### src/sv/cc_cv_charge_regulator_macros.svh
// Assertion macros shared by the charge regulator RTL.
// Depends on nothing; included by files that carry concurrent checks.
`ifndef CC_CV_CHARGE_REGULATOR_MACROS_SVH
`define CC_CV_CHARGE_REGULATOR_MACROS_SVH

// Same-cycle implication, disabled while reset is asserted.
`define CCR_ASSERT_NOW(label, clk, rst_n, ante, cons) \
    label: assert property (@(posedge clk) disable iff (!(rst_n)) (ante) |-> (cons)) \
        else $error("ccr check failed");

// Next-cycle implication, disabled while reset is asserted.
`define CCR_ASSERT_NEXT(label, clk, rst_n, ante, cons) \
    label: assert property (@(posedge clk) disable iff (!(rst_n)) (ante) |=> (cons)) \
        else $error("ccr check failed");

`endif

### src/sv/ccr_pkg.sv
// Shared types and constants of the CC/CV charge regulator.
// No dependencies; used by ccr_step and cc_cv_charge_regulator.
package ccr_pkg;

    // input opcodes
    localparam logic [1:0] OP_START  = 2'd0;
    localparam logic [1:0] OP_SAMPLE = 2'd1;
    localparam logic [1:0] OP_TICK   = 2'd2;

    // charger modes
    localparam logic [1:0] MODE_IDLE       = 2'd0;
    localparam logic [1:0] MODE_STARTING   = 2'd1;
    localparam logic [1:0] MODE_REGULATING = 2'd2;
    localparam logic [1:0] MODE_STOPPING   = 2'd3;

    localparam logic PHASE_CC = 1'b0;
    localparam logic PHASE_CV = 1'b1;

    // configuration register indexes
    localparam logic [2:0] REG_CC_CURRENT     = 3'd0;
    localparam logic [2:0] REG_CV_VOLTAGE     = 3'd1;
    localparam logic [2:0] REG_CC_END_VOLTAGE = 3'd2;
    localparam logic [2:0] REG_CV_END_CURRENT = 3'd3;
    localparam logic [2:0] REG_DEAD_BAND      = 3'd4;

    localparam int LEVEL_BITS = 12;
    localparam int ERR_BITS   = 18;

    localparam logic [15:0] WORD_ACTIVE = 16'h1000;
    localparam logic [15:0] OFF_WORD_A  = 16'h1FFF;
    localparam logic [15:0] OFF_WORD_B  = 16'h5000;

    localparam logic signed [ERR_BITS-1:0] ERR_BIG     = 18'sd100;
    localparam logic signed [ERR_BITS-1:0] ERR_BIG_NEG = -18'sd100;

    localparam logic [1:0] KIND_DAC  = 2'd0;
    localparam logic       KIND_DONE = 1'b1;

    typedef struct packed {
        logic [14:0] cc_current_ma;
        logic [15:0] cv_voltage_mv;
        logic [15:0] cc_end_voltage_mv;
        logic [14:0] cv_end_current_ma;
        logic [11:0] dead_band;
    } t_cfg;

    typedef struct packed {
        logic [1:0]  mode;
        logic        phase;
        logic [31:0] seconds;
    } t_ctl;

    // results caused by one item: none, one DAC word, or the stop burst
    typedef struct packed {
        logic [1:0]  count;
        logic        stop;
        logic [15:0] word;
        logic [31:0] secs;
    } t_emit;

endpackage

### src/sv/ccr_step.sv
// Combinational next-state and result logic for one input beat.
// Depends on ccr_pkg.
module ccr_step #(
    parameter int DRIVE_BITS = 12
) (
    input  ccr_pkg::t_cfg          i_cfg,
    input  ccr_pkg::t_ctl          i_ctl,
    input  logic [DRIVE_BITS-1:0]  i_drive,
    input  logic [1:0]             i_opcode,
    input  logic [15:0]            i_meas_voltage_mv,
    input  logic signed [15:0]     i_meas_current_ma,
    output ccr_pkg::t_ctl          o_ctl,
    output logic [DRIVE_BITS-1:0]  o_drive,
    output ccr_pkg::t_emit         o_emit
);

    localparam logic [DRIVE_BITS-1:0] DriveMax = {DRIVE_BITS{1'b1}};

    logic signed [ccr_pkg::ERR_BITS-1:0] w_err;
    logic signed [ccr_pkg::ERR_BITS-1:0] w_tol;
    logic [DRIVE_BITS-1:0]               w_rate;
    logic [DRIVE_BITS-1:0]               w_reg_drive;
    logic [16:0]                         w_cur_ext;
    logic [16:0]                         w_cur_mag;
    logic                                w_exit;
    logic [ccr_pkg::LEVEL_BITS+DRIVE_BITS-1:0] w_lvl_wide;

    always_comb begin
        if (i_ctl.phase == ccr_pkg::PHASE_CC) begin
            w_err = $signed({3'b000, i_cfg.cc_current_ma})
                  - $signed({{2{i_meas_current_ma[15]}}, i_meas_current_ma});
        end else begin
            w_err = $signed({2'b00, i_cfg.cv_voltage_mv})
                  - $signed({2'b00, i_meas_voltage_mv});
        end
    end

    assign w_tol  = $signed({6'b000000, i_cfg.dead_band});
    assign w_rate = (w_err >= ccr_pkg::ERR_BIG || w_err <= ccr_pkg::ERR_BIG_NEG)
                  ? DRIVE_BITS'(10) : DRIVE_BITS'(1);

    // step toward target, saturating at 0 and full scale
    always_comb begin
        w_reg_drive = i_drive;
        if (w_err > w_tol && i_drive != '0) begin
            w_reg_drive = (i_drive > w_rate) ? i_drive - w_rate : '0;
        end else if (w_err < -w_tol && i_drive != DriveMax) begin
            w_reg_drive = (DriveMax - i_drive > w_rate) ? i_drive + w_rate : DriveMax;
        end
    end

    assign w_cur_ext = {i_meas_current_ma[15], i_meas_current_ma};
    assign w_cur_mag = i_meas_current_ma[15] ? (17'd0 - w_cur_ext) : w_cur_ext;

    assign w_exit = (i_ctl.phase == ccr_pkg::PHASE_CC)
                  ? (i_meas_voltage_mv >= i_cfg.cc_end_voltage_mv)
                  : (w_cur_mag <= {2'b00, i_cfg.cv_end_current_ma});

    assign w_lvl_wide = {{ccr_pkg::LEVEL_BITS{1'b0}}, w_reg_drive};

    always_comb begin
        o_ctl  = i_ctl;
        o_drive = i_drive;
        o_emit = '0;
        case (i_opcode)
            ccr_pkg::OP_START: begin
                o_ctl.mode = ccr_pkg::MODE_STARTING;
            end
            ccr_pkg::OP_TICK: begin
                if (i_ctl.mode inside {ccr_pkg::MODE_REGULATING, ccr_pkg::MODE_STOPPING}
                    && i_ctl.seconds != 32'hFFFF_FFFF) begin
                    o_ctl.seconds = i_ctl.seconds + 32'd1;
                end
            end
            ccr_pkg::OP_SAMPLE: begin
                case (i_ctl.mode)
                    ccr_pkg::MODE_STARTING: begin
                        o_drive       = DriveMax;
                        o_ctl.phase   = ccr_pkg::PHASE_CC;
                        o_ctl.seconds = '0;
                        o_ctl.mode    = ccr_pkg::MODE_REGULATING;
                    end
                    ccr_pkg::MODE_REGULATING: begin
                        if (w_exit) begin
                            if (i_ctl.phase == ccr_pkg::PHASE_CC) begin
                                o_ctl.phase = ccr_pkg::PHASE_CV;
                            end else begin
                                o_ctl.mode = ccr_pkg::MODE_STOPPING;
                            end
                        end else begin
                            o_drive      = w_reg_drive;
                            o_emit.count = 2'd1;
                            o_emit.word  = ccr_pkg::WORD_ACTIVE
                                         | {4'b0000, w_lvl_wide[ccr_pkg::LEVEL_BITS-1:0]};
                        end
                    end
                    ccr_pkg::MODE_STOPPING: begin
                        o_emit.count = 2'd3;
                        o_emit.stop  = 1'b1;
                        o_emit.secs  = i_ctl.seconds;
                        o_ctl.mode   = ccr_pkg::MODE_IDLE;
                    end
                    default: begin
                    end
                endcase
            end
            default: begin
            end
        endcase
    end

endmodule

### src/sv/cc_cv_charge_regulator.sv
// CC/CV charge regulator, one channel. An input beat is registered, then one
// pass of ccr_step updates the charger state and loads the result register.
// Throughput is one input beat per cycle while results drain. A stop sample
// fills the result register with a three-beat burst (done report, two off
// words), so the output port and its ready set the rate: it holds further
// samples for up to three output beats. Config writes take effect on the
// next edge.
// Depends on ccr_pkg, ccr_step and cc_cv_charge_regulator_macros.svh.
`include "cc_cv_charge_regulator_macros.svh"

module cc_cv_charge_regulator #(
    parameter int DRIVE_BITS = 12
) (
    input  logic               i_clk,
    input  logic               i_rst_n,
    input  logic               i_cfg_we,
    input  logic [2:0]         i_cfg_idx,
    input  logic [15:0]        i_cfg_data,
    input  logic               i_in_valid,
    output logic               o_in_ready,
    input  logic [1:0]         i_opcode,
    input  logic [15:0]        i_meas_voltage_mv,
    input  logic signed [15:0] i_meas_current_ma,
    output logic               o_out_valid,
    input  logic               i_out_ready,
    output logic               o_kind,
    output logic [15:0]        o_spi_word,
    output logic [31:0]        o_elapsed_seconds,
    output logic               o_last
);

    localparam logic [DRIVE_BITS-1:0] DriveMax = {DRIVE_BITS{1'b1}};

    ccr_pkg::t_cfg r_cfg;

    // input register
    logic               r_in_valid;
    logic [1:0]         r_opcode;
    logic [15:0]        r_volt;
    logic signed [15:0] r_cur;

    // charger state
    ccr_pkg::t_ctl          r_ctl;
    logic [DRIVE_BITS-1:0]  r_drive;
    ccr_pkg::t_ctl          w_ctl;
    logic [DRIVE_BITS-1:0]  w_drive;
    ccr_pkg::t_emit         w_emit;

    // result register: remaining beats of the current burst
    logic [1:0]  r_cnt;
    logic [1:0]  n_cnt;
    logic        r_stop;
    logic [15:0] r_word;
    logic [31:0] r_secs;

    logic w_pop;
    logic w_free;
    logic w_advance;
    logic w_load;

    ccr_step #(
        .DRIVE_BITS(DRIVE_BITS)
    ) u_step (
        .i_cfg             (r_cfg),
        .i_ctl             (r_ctl),
        .i_drive           (r_drive),
        .i_opcode          (r_opcode),
        .i_meas_voltage_mv (r_volt),
        .i_meas_current_ma (r_cur),
        .o_ctl             (w_ctl),
        .o_drive           (w_drive),
        .o_emit            (w_emit)
    );

    assign o_out_valid = (r_cnt != 2'd0);
    assign w_pop       = o_out_valid && i_out_ready;
    assign w_free      = (r_cnt == 2'd0) || (r_cnt == 2'd1 && i_out_ready);
    assign w_advance   = r_in_valid && ((w_emit.count == 2'd0) || w_free);
    assign w_load      = w_advance && (w_emit.count != 2'd0);
    assign o_in_ready  = !r_in_valid || w_advance;

    always_comb begin
        n_cnt = r_cnt;
        if (w_pop) begin
            n_cnt = r_cnt - 2'd1;
        end
        if (w_load) begin
            n_cnt = w_emit.count;
        end
    end

    always_ff @(posedge i_clk) begin
        if (!i_rst_n) begin
            r_cfg <= '0;
        end else if (i_cfg_we) begin
            case (i_cfg_idx)
                ccr_pkg::REG_CC_CURRENT:     r_cfg.cc_current_ma     <= i_cfg_data[14:0];
                ccr_pkg::REG_CV_VOLTAGE:     r_cfg.cv_voltage_mv     <= i_cfg_data;
                ccr_pkg::REG_CC_END_VOLTAGE: r_cfg.cc_end_voltage_mv <= i_cfg_data;
                ccr_pkg::REG_CV_END_CURRENT: r_cfg.cv_end_current_ma <= i_cfg_data[14:0];
                ccr_pkg::REG_DEAD_BAND:      r_cfg.dead_band         <= i_cfg_data[11:0];
                default: begin
                end
            endcase
        end
    end

    always_ff @(posedge i_clk) begin
        if (!i_rst_n) begin
            r_in_valid <= 1'b0;
        end else if (i_in_valid && o_in_ready) begin
            r_in_valid <= 1'b1;
        end else if (w_advance) begin
            r_in_valid <= 1'b0;
        end
    end

    always_ff @(posedge i_clk) begin
        if (i_in_valid && o_in_ready) begin
            r_opcode <= i_opcode;
            r_volt   <= i_meas_voltage_mv;
            r_cur    <= i_meas_current_ma;
        end
    end

    always_ff @(posedge i_clk) begin
        if (!i_rst_n) begin
            r_ctl.mode    <= ccr_pkg::MODE_IDLE;
            r_ctl.phase   <= ccr_pkg::PHASE_CC;
            r_ctl.seconds <= '0;
            r_drive       <= DriveMax;
            r_cnt         <= 2'd0;
        end else begin
            r_cnt <= n_cnt;
            if (w_advance) begin
                r_ctl   <= w_ctl;
                r_drive <= w_drive;
            end
        end
    end

    always_ff @(posedge i_clk) begin
        if (w_load) begin
            r_stop <= w_emit.stop;
            r_word <= w_emit.word;
            r_secs <= w_emit.secs;
        end
    end

    // output mux: the DAC word, or for a stop burst the done report, then the two off words
    always_comb begin
        o_kind            = ccr_pkg::KIND_DAC[0];
        o_spi_word        = r_word;
        o_elapsed_seconds = '0;
        o_last            = 1'b1;
        if (r_stop) begin
            case (r_cnt)
                2'd3: begin
                    o_kind            = ccr_pkg::KIND_DONE;
                    o_spi_word        = '0;
                    o_elapsed_seconds = r_secs;
                    o_last            = 1'b0;
                end
                2'd2: begin
                    o_spi_word = ccr_pkg::OFF_WORD_A;
                    o_last     = 1'b0;
                end
                default: begin
                    o_spi_word = ccr_pkg::OFF_WORD_B;
                end
            endcase
        end
    end

    `CCR_ASSERT_NOW(a_burst3_is_stop, i_clk, i_rst_n, r_cnt == 2'd3, r_stop)
    `CCR_ASSERT_NOW(a_done_not_last, i_clk, i_rst_n, o_out_valid && o_kind, !o_last)
    `CCR_ASSERT_NEXT(a_held_item_kept, i_clk, i_rst_n, r_in_valid && !w_advance, r_in_valid)
    `CCR_ASSERT_NEXT(a_burst_stalls, i_clk, i_rst_n, o_out_valid && !i_out_ready, $stable(r_cnt))
    `CCR_ASSERT_NOW(a_no_overwrite, i_clk, i_rst_n, w_load, r_cnt == 2'd0 || w_pop)

endmodule

### config.mk
export PLATFORM = sky130hd
export DESIGN_NAME = cc_cv_charge_regulator
export DESIGN_NICKNAME = d
export VERILOG_FILES = /design/src/sv/ccr_pkg.sv /design/src/sv/ccr_step.sv /design/src/sv/cc_cv_charge_regulator.sv
export VERILOG_INCLUDE_DIRS = /design/src /design/src/sv
export SDC_FILE = /design/constraint.sdc
export NUM_CORES = 1
export LEC_CHECK = 0
export BUFFER_PORTS_ARGS = -buffer_cell sky130_fd_sc_hd__buf_2
export CAP_MARGIN = 20
export CORE_ASPECT_RATIO = 1.1
export CORE_MARGIN = 5
export CORE_UTILIZATION = 50
export DETAILED_ROUTE_END_ITERATION = 12
export GPL_TIMING_DRIVEN = 0
export PLACE_DENSITY = 0.71
export SYNTH_ARGS = -nofsm -noshare
export SYNTH_HDL_FRONTEND = slang
export SYNTH_SLANG_ARGS = --single-unit
### constraint.sdc
create_clock -name i_clk -period 4.95 [get_ports i_clk]
set_clock_uncertainty 0.2 [all_clocks]
set_input_delay 0.7425 -clock i_clk [delete_from_list [all_inputs] [get_ports i_clk]]
set_output_delay 0.7425 -clock i_clk [all_outputs]
set_load 0.05 [all_outputs]
Word level (Yosys, flattened, before mapping)
Cells that the tools add are included.
{"block": "classes", "add_sub_neg": 9, "n_lt_le_gt_ge": 8, "eq_ne": 21, "muxes": 37, "bitwise_logic": 2, "reduce_logical": 39}
{"operator": "$mux 32", "n": 5}
{"operator": "$pmux 32 s2", "n": 1}
{"operator": "$mux 12", "n": 5}
{"operator": "$mux 51", "n": 1}
{"operator": "$sub 16x16->17", "n": 2}
{"operator": "$add 32x1->32 const B", "n": 1}
{"operator": "$ne 32x32->1 const B", "n": 1}
{"operator": "$pmux 15 s2", "n": 1}
{"operator": "$mux 13", "n": 2}
{"operator": "$gt 12x12->1", "n": 2}
{"operator": "$pmux 12 s2", "n": 1}
{"operator": "$ge 18x8->1 const B", "n": 1}
{"operator": "$gt 18x13->1", "n": 1}
{"operator": "$le 18x8->1 const B", "n": 1}
{"operator": "$lt 18x18->1", "n": 1}
{"operator": "$mux 18", "n": 1}
{"operator": "$neg 12->18", "n": 1}
{"operator": "$le 17x15->1", "n": 1}
{"operator": "$mux 17", "n": 1}
{"operator": "$sub 1x16->17 const A", "n": 1}
{"operator": "$ge 16x16->1", "n": 1}
{"operator": "$mux 16", "n": 1}
{"operator": "$reduce_bool 2->1", "n": 8}
{"operator": "$reduce_and 2->1", "n": 7}
{"operator": "other kinds (33)", "n": 68}
{"block": "word_totals", "regBits": 207, "in_bits": 58, "output_inout_bits": 52, "elab_cells": 134}

Longest topological paths before layout
Gate-level depths: netlist (run 1).
{"block": "depth", "word_depth": 18, "depth_mapped": 26, "ltp_nobuf": 25}

By module
From an unflattened synthesis (run 1), not the netlist that was laid out.
{"block": "hier_totals", "cells_unflattened": 1799, "area_unflattened_um2": 14806.7}
{"module": "cc_cv_charge_regulator", "n_inst": 1, "cells_per_inst": 724, "area_per_inst_um2": 7857.5, "seq_area_each_um2": 4974.8}
{"module": "ccr_step", "n_inst": 1, "cells_per_inst": 1075, "area_per_inst_um2": 6949.2, "seq_area_each_um2": 0.0}

Worst setup path after synthesis (run 1)
No wires, ideal clock.
{"block": "synth_path", "path_kind": "register to register", "start": "register r_cur[9]", "end": "register r_cnt[1]", "setup_time_ns": 0.116, "t_arrival_ns": 5.116, "t_required_ns": 4.634, "setup_slack_ns": -0.482, "path_stages_with_launch": 15, "n_path_buf": 0, "period_less_slack_ns": 5.432, "cell_sequence": "edfxtp_1 -> or4_1 -> nor4_1 -> inv_1 -> o21ai_0 -> xnor2_1 -> ha_1 -> o21ai_0 -> a31oi_1 -> o311ai_0 -> o21ai_2 -> nor3_4 -> nor2_1 -> o22ai_1 -> and2_1"}
{"block": "synth_via", "elab_chain_cells": 12, "word_cells_on_any_way": 14, "classes_between": "add/sub: 1; order compare: 1; mux: 6; reduce/logical: 6"}
{"item": "from (decl)", "line": "cc_cv_charge_regulator.sv:40", "source": "logic signed [15:0] r_cur;"}
{"item": "from (signal assigned)", "line": "cc_cv_charge_regulator.sv:122", "source": "r_cur <= i_meas_current_ma;"}
{"item": "$sub 1x16->17", "line": "ccr_step.sv:53", "source": "assign w_cur_mag = i_meas_current_ma[15] ? (17'd0 - w_cur_ext) : w_cur_ext;"}
{"item": "$mux 17 (*)", "line": "ccr_step.sv:53"}
{"item": "$le 17x15->1 (*)", "line": "ccr_step.sv:57", "source": ": (w_cur_mag <= {2'b00, i_cfg.cv_end_current_ma});"}
{"item": "$mux 1 (*)", "line": "ccr_step.sv:56", "source": "? (i_meas_voltage_mv >= i_cfg.cc_end_voltage_mv)"}
{"item": "$mux 1 (*)", "line": "ccr_step.sv:84", "source": "if (w_exit) begin"}
{"item": "$pmux 2 s2 (*)", "line": "ccr_step.sv:76", "source": "case (i_ctl.mode)"}
{"item": "$mux 51 (*)", "line": "ccr_step.sv:65", "source": "case (i_opcode)"}
{"item": "$logic_not 2->1", "line": "cc_cv_charge_regulator.sv:78", "source": "assign w_advance = r_in_valid && ((w_emit.count == 2'd0) || w_free);"}
{"item": "$logic_or 1x1->1", "line": "cc_cv_charge_regulator.sv:78"}
{"item": "$logic_and 1x1->1", "line": "cc_cv_charge_regulator.sv:78"}
{"item": "$logic_and 1x1->1 (*)", "line": "cc_cv_charge_regulator.sv:79", "source": "assign w_load = w_advance && (w_emit.count != 2'd0);"}
{"item": "net w_load", "line": "cc_cv_charge_regulator.sv:59", "source": "logic w_load;"}
{"item": "$mux 2 or $reduce_bool 2->1 (tied branches)"}
{"item": "to (signal assigned)", "line": "cc_cv_charge_regulator.sv:134", "source": "r_cnt <= n_cnt;"}
{"item": "to (decl)", "line": "cc_cv_charge_regulator.sv:50", "source": "logic [1:0] r_cnt;"}
Mark *: on every way through the listed nets, which the timed path passes. The rest lies on a longest branch.
A chain may end at the register's enable or synchronous reset.

Worst setup path after layout (run 1)
{"block": "layout_path", "start": "register r_volt[0]", "end": "register r_word[7] (data pin)"}
{"block": "layout_via", "elab_chain_cells": 9, "word_cells_on_any_way": 21, "classes_between": "add/sub: 3; order compare: 7; mux: 7; reduce/logical: 4"}
{"item": "from (decl)", "line": "cc_cv_charge_regulator.sv:39", "source": "logic [15:0] r_volt;"}
{"item": "from (signal assigned)", "line": "cc_cv_charge_regulator.sv:121", "source": "r_volt <= i_meas_voltage_mv;"}
{"item": "$sub 16x16->17", "line": "ccr_step.sv:34", "source": "- $signed({2'b00, i_meas_voltage_mv});"}
{"item": "$mux 18", "line": "ccr_step.sv:29", "source": "if (i_ctl.phase == ccr_pkg::PHASE_CC) begin"}
{"item": "$ge 18x8->1 or $le 18x8->1 (tied branches)", "line": "ccr_step.sv:39", "source": "assign w_rate = (w_err >= ccr_pkg::ERR_BIG || w_err <= ccr_pkg::ERR_BIG_NEG)"}
{"item": "$logic_or 1x1->1", "line": "ccr_step.sv:39"}
{"item": "$mux 4", "line": "ccr_step.sv:40", "source": "? DRIVE_BITS'(10) : DRIVE_BITS'(1);"}
{"item": "$add 12x12->12 or $gt 12x12->1 (tied branches)", "line": "ccr_step.sv:48", "source": "w_reg_drive = (DriveMax - i_drive > w_rate) ? i_drive + w_rate : DriveMax;"}
{"item": "$mux 12", "line": "ccr_step.sv:48"}
{"item": "$mux 12", "line": "ccr_step.sv:47", "source": "end else if (w_err < -w_tol && i_drive != DriveMax) begin"}
{"item": "$mux 12", "line": "ccr_step.sv:45", "source": "if (w_err > w_tol && i_drive != '0) begin"}
{"item": "to (signal assigned)", "line": "cc_cv_charge_regulator.sv:145", "source": "r_word <= w_emit.word;"}
{"item": "to (decl)", "line": "cc_cv_charge_regulator.sv:53", "source": "logic [15:0] r_word;"}
Several ways; a longest one is shown, not always the timed one.

==> out/metrics.yaml, run 1 <==
worst_setup_path:
  worst-path-buf-inv: 3
  crit_fanout: 8
  worstPathCellList: "ha_4 > fa_2 > nor2b_4 > o2111ai_4 > a41o_1 > a211oi_4 > nor2_4 > or4_1 > nor2_1 > nand4_1 > o31a_1 > fa_2 > inv_2 > o22ai_2 > nand2_1 > o211ai_1 > nand2_2 > buf_8 > buf_6 > nand3_1 > a32oi_2 > nor2_1"
  cp_slowest_cell: "o31a_1"
  start_kind: "flip-flop"
  crit_path_end_kind: "flip-flop"
  cp.required_ps: 5020
  critPathMaxStageDelay_ps: 500
  cpLargestDelayFamily: "compound AO/OA/AOI/OAI gates"
  arrival_ps: 5450
  crit_type: "reg2reg"
drt:
  route.met2.wl_um: 18300
  antenna_left: 0
  first_iter_violations: 647
  drt-wirelength-per-cell_um: 17.4
  met1_length_um: 15900
  vias: 12200
  via_per_inst: 5.65
  detailroute.wirelength.met3_um: 1820
  wirelength_um: 37600
  highest_layer: "met4"
  drc: 0
  drt-pass1-iter-count: 5
global_routing:
  grt_max_degree: 34
  grt_pass1_wl_um: 57700
  antenna_found_initial: 0
  grt_overflow_total: 0
  grt_pass1_vias: 11600
  grt_use_total_pct: 22.9
cells_and_area:
  fill_cells: 2283
  multi_input_area_um2: 8500
  final-instance-count-excl-fill: 2159
  layout_common_cells: "nand2_1 (223), inv_1 (131), dfxtp_1 (123), buf_2 (117), ha_1 (97)"
  final_common_cell: "nand2_1"
  diodes: 0
  seqCellArea_um2: 4890
  layout.nets: 1956
  area_growth_pct: 23.7
  drive_gt1_share_pct: 20.5
yosys:
  synth-edff-count: 80
  synth_xor_area_share_pct: 4.52
  yosys.area_share.simple_pct: 22.5
  ys_types: 80
  synth_area_um2: 13400
  synth_compound_area_share_pct: 18.8
  synth_top_family_by_area: "simple AND/OR/NAND/NOR gates"
  synthArstFlopShare_pct: 0
  syn_inst: 1597
  yosysSeqAreaShare_pct: 36.5
  synthMuxAreaShare_pct: 0.908
  synth_adder_area_share_pct: 10.3
  synth_flop_cell: "dfxtp_1"
  synth-seq-cells: 204
  ys.warnings.count: 0
  synth.avg_cell_area_um2: 8.37
clock_network:
  clk_path_buf_depth: 3
  insertion_delay_ps: 530
  cts_tree: "yes"
  cts_root_buf: "clkbuf_16"
  cts_made_buffers: 23
  htree_levels: 1
  path_clk_slew_ps: 60
  cts_sinks: 204
  holdBufCountCts: 0
min_path:
  hold_class: "in2reg"
die:
  core_um2: 26200
  rows: 62
  start_util_pct: 51.0
  ioPinCount: 110
  die_w_um: 166
  die_y_um: 181
  dieArea_um2: 30100
outcome:
  outcome: "finished, violations left"
  violations: "negative setup slack"
pwr:
  seq_power_share_pct: 41.5
  p_clk_share_pct: 38.6
  swShare_pct: 28.8
  vdd_ir_drop_max_mv: 0.298
  p_leak_uw: 0.00676
  powerDensity_nw_per_um2: 265
  combinationalPowerShare_pct: 19.9
  p_int_uw: 3120
  switchingPower_uw: 1260
place:
  dp_cells: 2059
  gp_congestion: 0.945
  dp_hpwl_um: 27500
  port_buffers: 107
sta:
  fmax_mhz: 186
  fin_ws_ps: -437
  period_share_pct: 109
  setup_viol: 26
  rsz0062_at_grt: "yes"
  period_needed_ps: 5390
  hold_viol: 0
  hold_ws_ps: 182
  tightest_slew_ps: 765
  drv_slew: 0
  slew_headroom_pct: 48.3
job:
  cap_violations: 0
synthesized netlist by cell type (4+ instances only):
library cell	n	area, µm²
nand2_1	231	867
inv_1	135	507
dfxtp_1	124	2480
ha_1	104	1300
nor2_1	103	387
edfxtp_1	80	2400
a21boi_0	77	578
clkbuf_1	68	255
o21ai_0	63	315
a21oi_1	59	295
xnor2_1	50	438
and3_1	45	282
and2_1	39	244
nor3_1	37	185
nand3_1	36	180
nand4_1	32	200
a21o_1	26	195
a31oi_1	20	125
o21a_1	19	143
xor2_1	19	166
nor2b_1	17	106
or3_1	16	100
nor4_1	12	75.1
mux2i_1	11	110
o211ai_1	11	82.6
a211oi_1	10	75.1
buf_2	10	50.1
o22ai_1	9	56.3
o31ai_1	9	67.6
nand2b_1	8	50.1
or2_2	8	50.1
nand3b_1	7	52.6
o2111ai_1	6	52.6
a211o_1	5	43.8
and4_1	5	43.8
nor3b_1	5	37.5
o41ai_1	5	43.8
or4_1	5	37.5
a32oi_1	4	35.0
fa_1	4	80.1
o221ai_1	4	35.0
path summary, 6_finish.rpt:
check                    startpoint                 endpoint  slack (ps)  depth (start not counted)
max reg2reg     r_volt[0]$_DFFE_PP_  r_word[7]$_SDFFCE_PN0P_        -440                         22
min reg2reg  r_cfg[15]$_SDFFE_PN0P_   r_cfg[15]$_SDFFE_PN0P_         260                          2
max             r_volt[0]$_DFFE_PP_  r_word[7]$_SDFFCE_PN0P_        -440                         22
min           i_meas_voltage_mv[15]     r_volt[15]$_DFFE_PP_         180                          1
flip-flops by register name, summed over array words and instances, names as in the netlist:
| name | cells |
|---|---|
| r_cfg | 74 |
| r_cnt | 2 |
| r_ctl | 35 |
| r_cur | 16 |
| r_drive | 12 |
| r_in_valid | 1 |
| r_opcode | 2 |
| r_secs | 32 |
| r_stop | 1 |
| r_volt | 16 |
| r_word | 13 |
power by group through the flow:
stage          clock, µW  combinational (µW)  sequential [µW]
2_1_floorplan          0                 527             1840
3_3_place_gp           0                 714             1850
3_5_place_dp           0                 733             1850
4_1_cts             1720                 780             1820
5_1_grt             1780                 958             1820
6_report            1690                 873             1820
final cells by class:
| type | count | share of cell area (%) |
|---|---|---|
| inverter | 136 | 3.09 |
| tap | 352 | 2.66 |
| clock buffer | 32 | 3.69 |
| sequential | 204 | 29.6 |
| clock inverter | 10 | 0.787 |
| multi-input combinational | 1175 | 51.4 |
| timing repair buffer | 172 | 6.67 |
| buffer | 78 | 2.14 |
per-layer routing:
metal  GRT usage, %  vias to the layer above
li1               -                     6011
met1           28.3                     5737
met2           40.8                      345
met3           2.65                      100
met4           9.14                        0
met5              0                        -
stage by stage:
step	util [%]	instance area (µm²)	total power (µW)	setup TNS, ps	setup WS [ps]
detailed placement	55.2	14500	2590	-24640	-1200
finish	63.1	16500	4380	-8370	-437
global route	63.1	16500	4560	-14700	-653
CTS	60.1	15800	4310	-7750	-411
floorplan	-	13400	2370	0	0.397
global placement	55.0	14400	2570	-61180	-1230
what timing repair did:
action | 4_1_cts | 5_1_grt
pin swaps | 47 | 56
endpoints found under the hold margin | 0 | 0
endpoints found under the setup margin | 45 | 48
buffers inserted | 30 | 31
resized for setup | 79 | 114
gates cloned | 0 | 1
cells by family (layout without fill, tap and decap cells):
logic type	count (synthesis)	in the layout
AO/OA/AOI/OAI	366	366
AND/OR/NAND/NOR	618	618
multiplexers	12	12
adder cells (fa/ha/maj)	108	108
buffers and inverters	219	428
flip-flops	204	204
XOR/XNOR	69	69
other	1	2
Power figures use the tool's default switching activity.
==> run 2, diff against run 1 <==
--- a/config.mk
+++ b/config.mk
@@ -13,7 +13,7 @@
 export CORE_UTILIZATION = 50
 export DETAILED_ROUTE_END_ITERATION = 12
 export GPL_TIMING_DRIVEN = 0
-export PLACE_DENSITY = 0.71
+export PLACE_DENSITY = 0.77
 export SYNTH_ARGS = -nofsm -noshare
 export SYNTH_HDL_FRONTEND = slang
 export SYNTH_SLANG_ARGS = --single-unit
==> run 2 against run 1 <==
The flow still finishes with violations (negative setup slack). Total power shrank 0.31%. Maximum frequency up 0.47%. Register-to-register slack improved by 30 ps. Global-route usage is 0.078 points higher. Hold slack better by 21 ps. First-iteration DRC count up 49%. Critical path depth rose by 1. Die area is the same. Utilization decreased by 0.057 points. Via count rose by 2.7%.
==> out/metrics.yaml, run 2 (synthesis gave the netlist of run 1 again) <==
sta:
  drv_slew: 0
  period_share_pct: 108
  hold_ws_ps: 203
  rsz0062_at_grt: "yes"
  tns_ps: -7380
  fmax_mhz: 187
  slew_headroom_pct: 7.76
  period_needed_ps: 5360
  fin_ws_ps: -411
  setup_viol: 29
  hold_viol: 0
  tightest_slew_ps: 1370
global_routing:
  grt_pass1_vias: 11900
  antenna_found_initial: 0
  grt_pass1_wl_um: 58500
  grt_overflow_total: 0
  grt_use_total_pct: 23.0
  grt_max_degree: 40
die:
  die_y_um: 181
  start_util_pct: 51.0
  rows: 62
  core_um2: 26200
  ioPinCount: 110
  dieArea_um2: 30100
  die_w_um: 166
pwr:
  powerDensity_nw_per_um2: 264
  fin_total_pwr_uw: 4370
  vdd_ir_drop_max_mv: 0.270
  p_leak_uw: 0.00674
cells_and_area:
  seqCellArea_um2: 4890
  top_register: "r_cfg"
  layout_common_cells: "nand2_1 (223), inv_1 (130), dfxtp_1 (123), buf_2 (113), ha_1 (95)"
  final_common_cell: "nand2_1"
  area_growth_pct: 23.6
  layout.nets: 1964
  largest_reg_flops: 74
  fin_util_pct: 63.0
  reg_top3: "r_cfg x74, r_ctl x35, r_secs x32"
  fill_cells: 2213
  multi_input_area_um2: 8420
  drive_gt1_share_pct: 20.7
min_path:
  hp-start: "i_meas_current_ma[13]"
  min_path_cells: 1
  hold_path_end: "r_cur[13]$_DFFE_PP_"
  hold_class: "in2reg"
worst_setup_path:
  start_kind: "flip-flop"
  arrival_ps: 5530
  crit_fanout: 4
  critPathLaunch: "r_volt[0]$_DFFE_PP_"
  r2r-start: "r_volt[0]$_DFFE_PP_"
  reg2reg_to: "r_word[6]$_SDFFCE_PN0P_"
  cp.required_ps: 5120
  r2r_cells: 23
  rrSetupSlack_ps: -410
  crit_path_end_kind: "flip-flop"
  crit_type: "reg2reg"
drt:
  wirelength_um: 37600
  vias: 12500
  via_per_inst: 5.78
  drt-pass1-iter-count: 5
  drt-wirelength-per-cell_um: 17.3
  antenna_left: 0
  first_iter_violations: 964
  drc: 0
clock_network:
  insertion_delay_ps: 510
  htree_levels: 1
  cts_root_buf: "clkbuf_16"
  cts_sinks: 204
  holdBufCountCts: 0
  cts_made_buffers: 23
  path_clk_slew_ps: 60
  cts_tree: "yes"
  clk_path_buf_depth: 3
outcome:
  outcome: "finished, violations left"
  violations: "negative setup slack"
place:
  gp_congestion: 0.924
  post-place-ws_ps: -1110
  dp_hpwl_um: 27000
  port_buffers: 107
job:
  cap_violations: 0
-- run 2: how the worst max path moves through the flow --
| stage | to | slack (ps) | cells after the start |
|---|---|---|---|
| after CTS | r_word[7]$_SDFFCE_PN0P_ | -410 | 22 |
| after detailed placement | r_word[7]$_SDFFCE_PN0P_ | -1110 | 22 |
| after global placement | r_word[7]$_SDFFCE_PN0P_ | -1210 | 22 |
| final | r_word[6]$_SDFFCE_PN0P_ | -410 | 23 |
| after floorplan | r_word[9]$_SDFFCE_PN0P_ | 0.4 | 21 |
| after global routing | r_word[6]$_SDFFCE_PN0P_ | -630 | 25 |
-- run 2: through the flow --
stage | instance area, µm² | cells
global placement | 14400 | 2057
global route | 16500 | 2166
finish | 16500 | 2167
detailed placement | 14500 | 2059
floorplan | 13400 | 1598
CTS | 15800 | 2131
-- run 2: layout make-up --
class                      instances  share of cell area, %
inverter                         136                   3.09
multi-input combinational       1175                   51.0
buffer                            79                   2.17
antenna                            1                 0.0152
sequential                       204                   29.6
timing repair buffer             179                   7.02
tap                              352                   2.67
clock buffer                      32                   3.87
clock inverter                     9                  0.629
-- run 2: layer usage --
layer,routed length (µm),global-route usage (%)
met1,14900,28.6
met2,18000,39.9
met3,2640,2.54
met4,1980,11.0
met5,0,0
-- run 2: critical path, cell delays in order, from the launching register on --
cell,delay [ps]
edfxtp_1,440
ha_2,220
fa_2,370
nor2b_4,170
o2111ai_4,160
a41o_1,290
a211oi_4,290
nor2_2,70
or4_1,500
nor2_2,120
nand4_1,120
buf_4,200
o31ai_4,300
buf_6,150
ha_4,130
fa_2,200
inv_2,40
o22ai_1,140
nand2_1,70
o211ai_1,140
nand2_2,140
and2_4,210
a311oi_4,370
o21a_1,170
-- run 2: power by group --
| part | internal (µW) | switching, µW |
|---|---|---|
| logic | 354 | 509 |
| registers | 1780 | 39.1 |
| clock network | 1010 | 677 |
| total | 3140 | 1220 |
-- run 2: timing repair --
item	CTS	global route
hold endpoints to repair	0	0
setup buffers	34	36
endpoints found under the setup margin	45	48
cloned	0	0
resized for setup	87	92
pin swaps	46	51
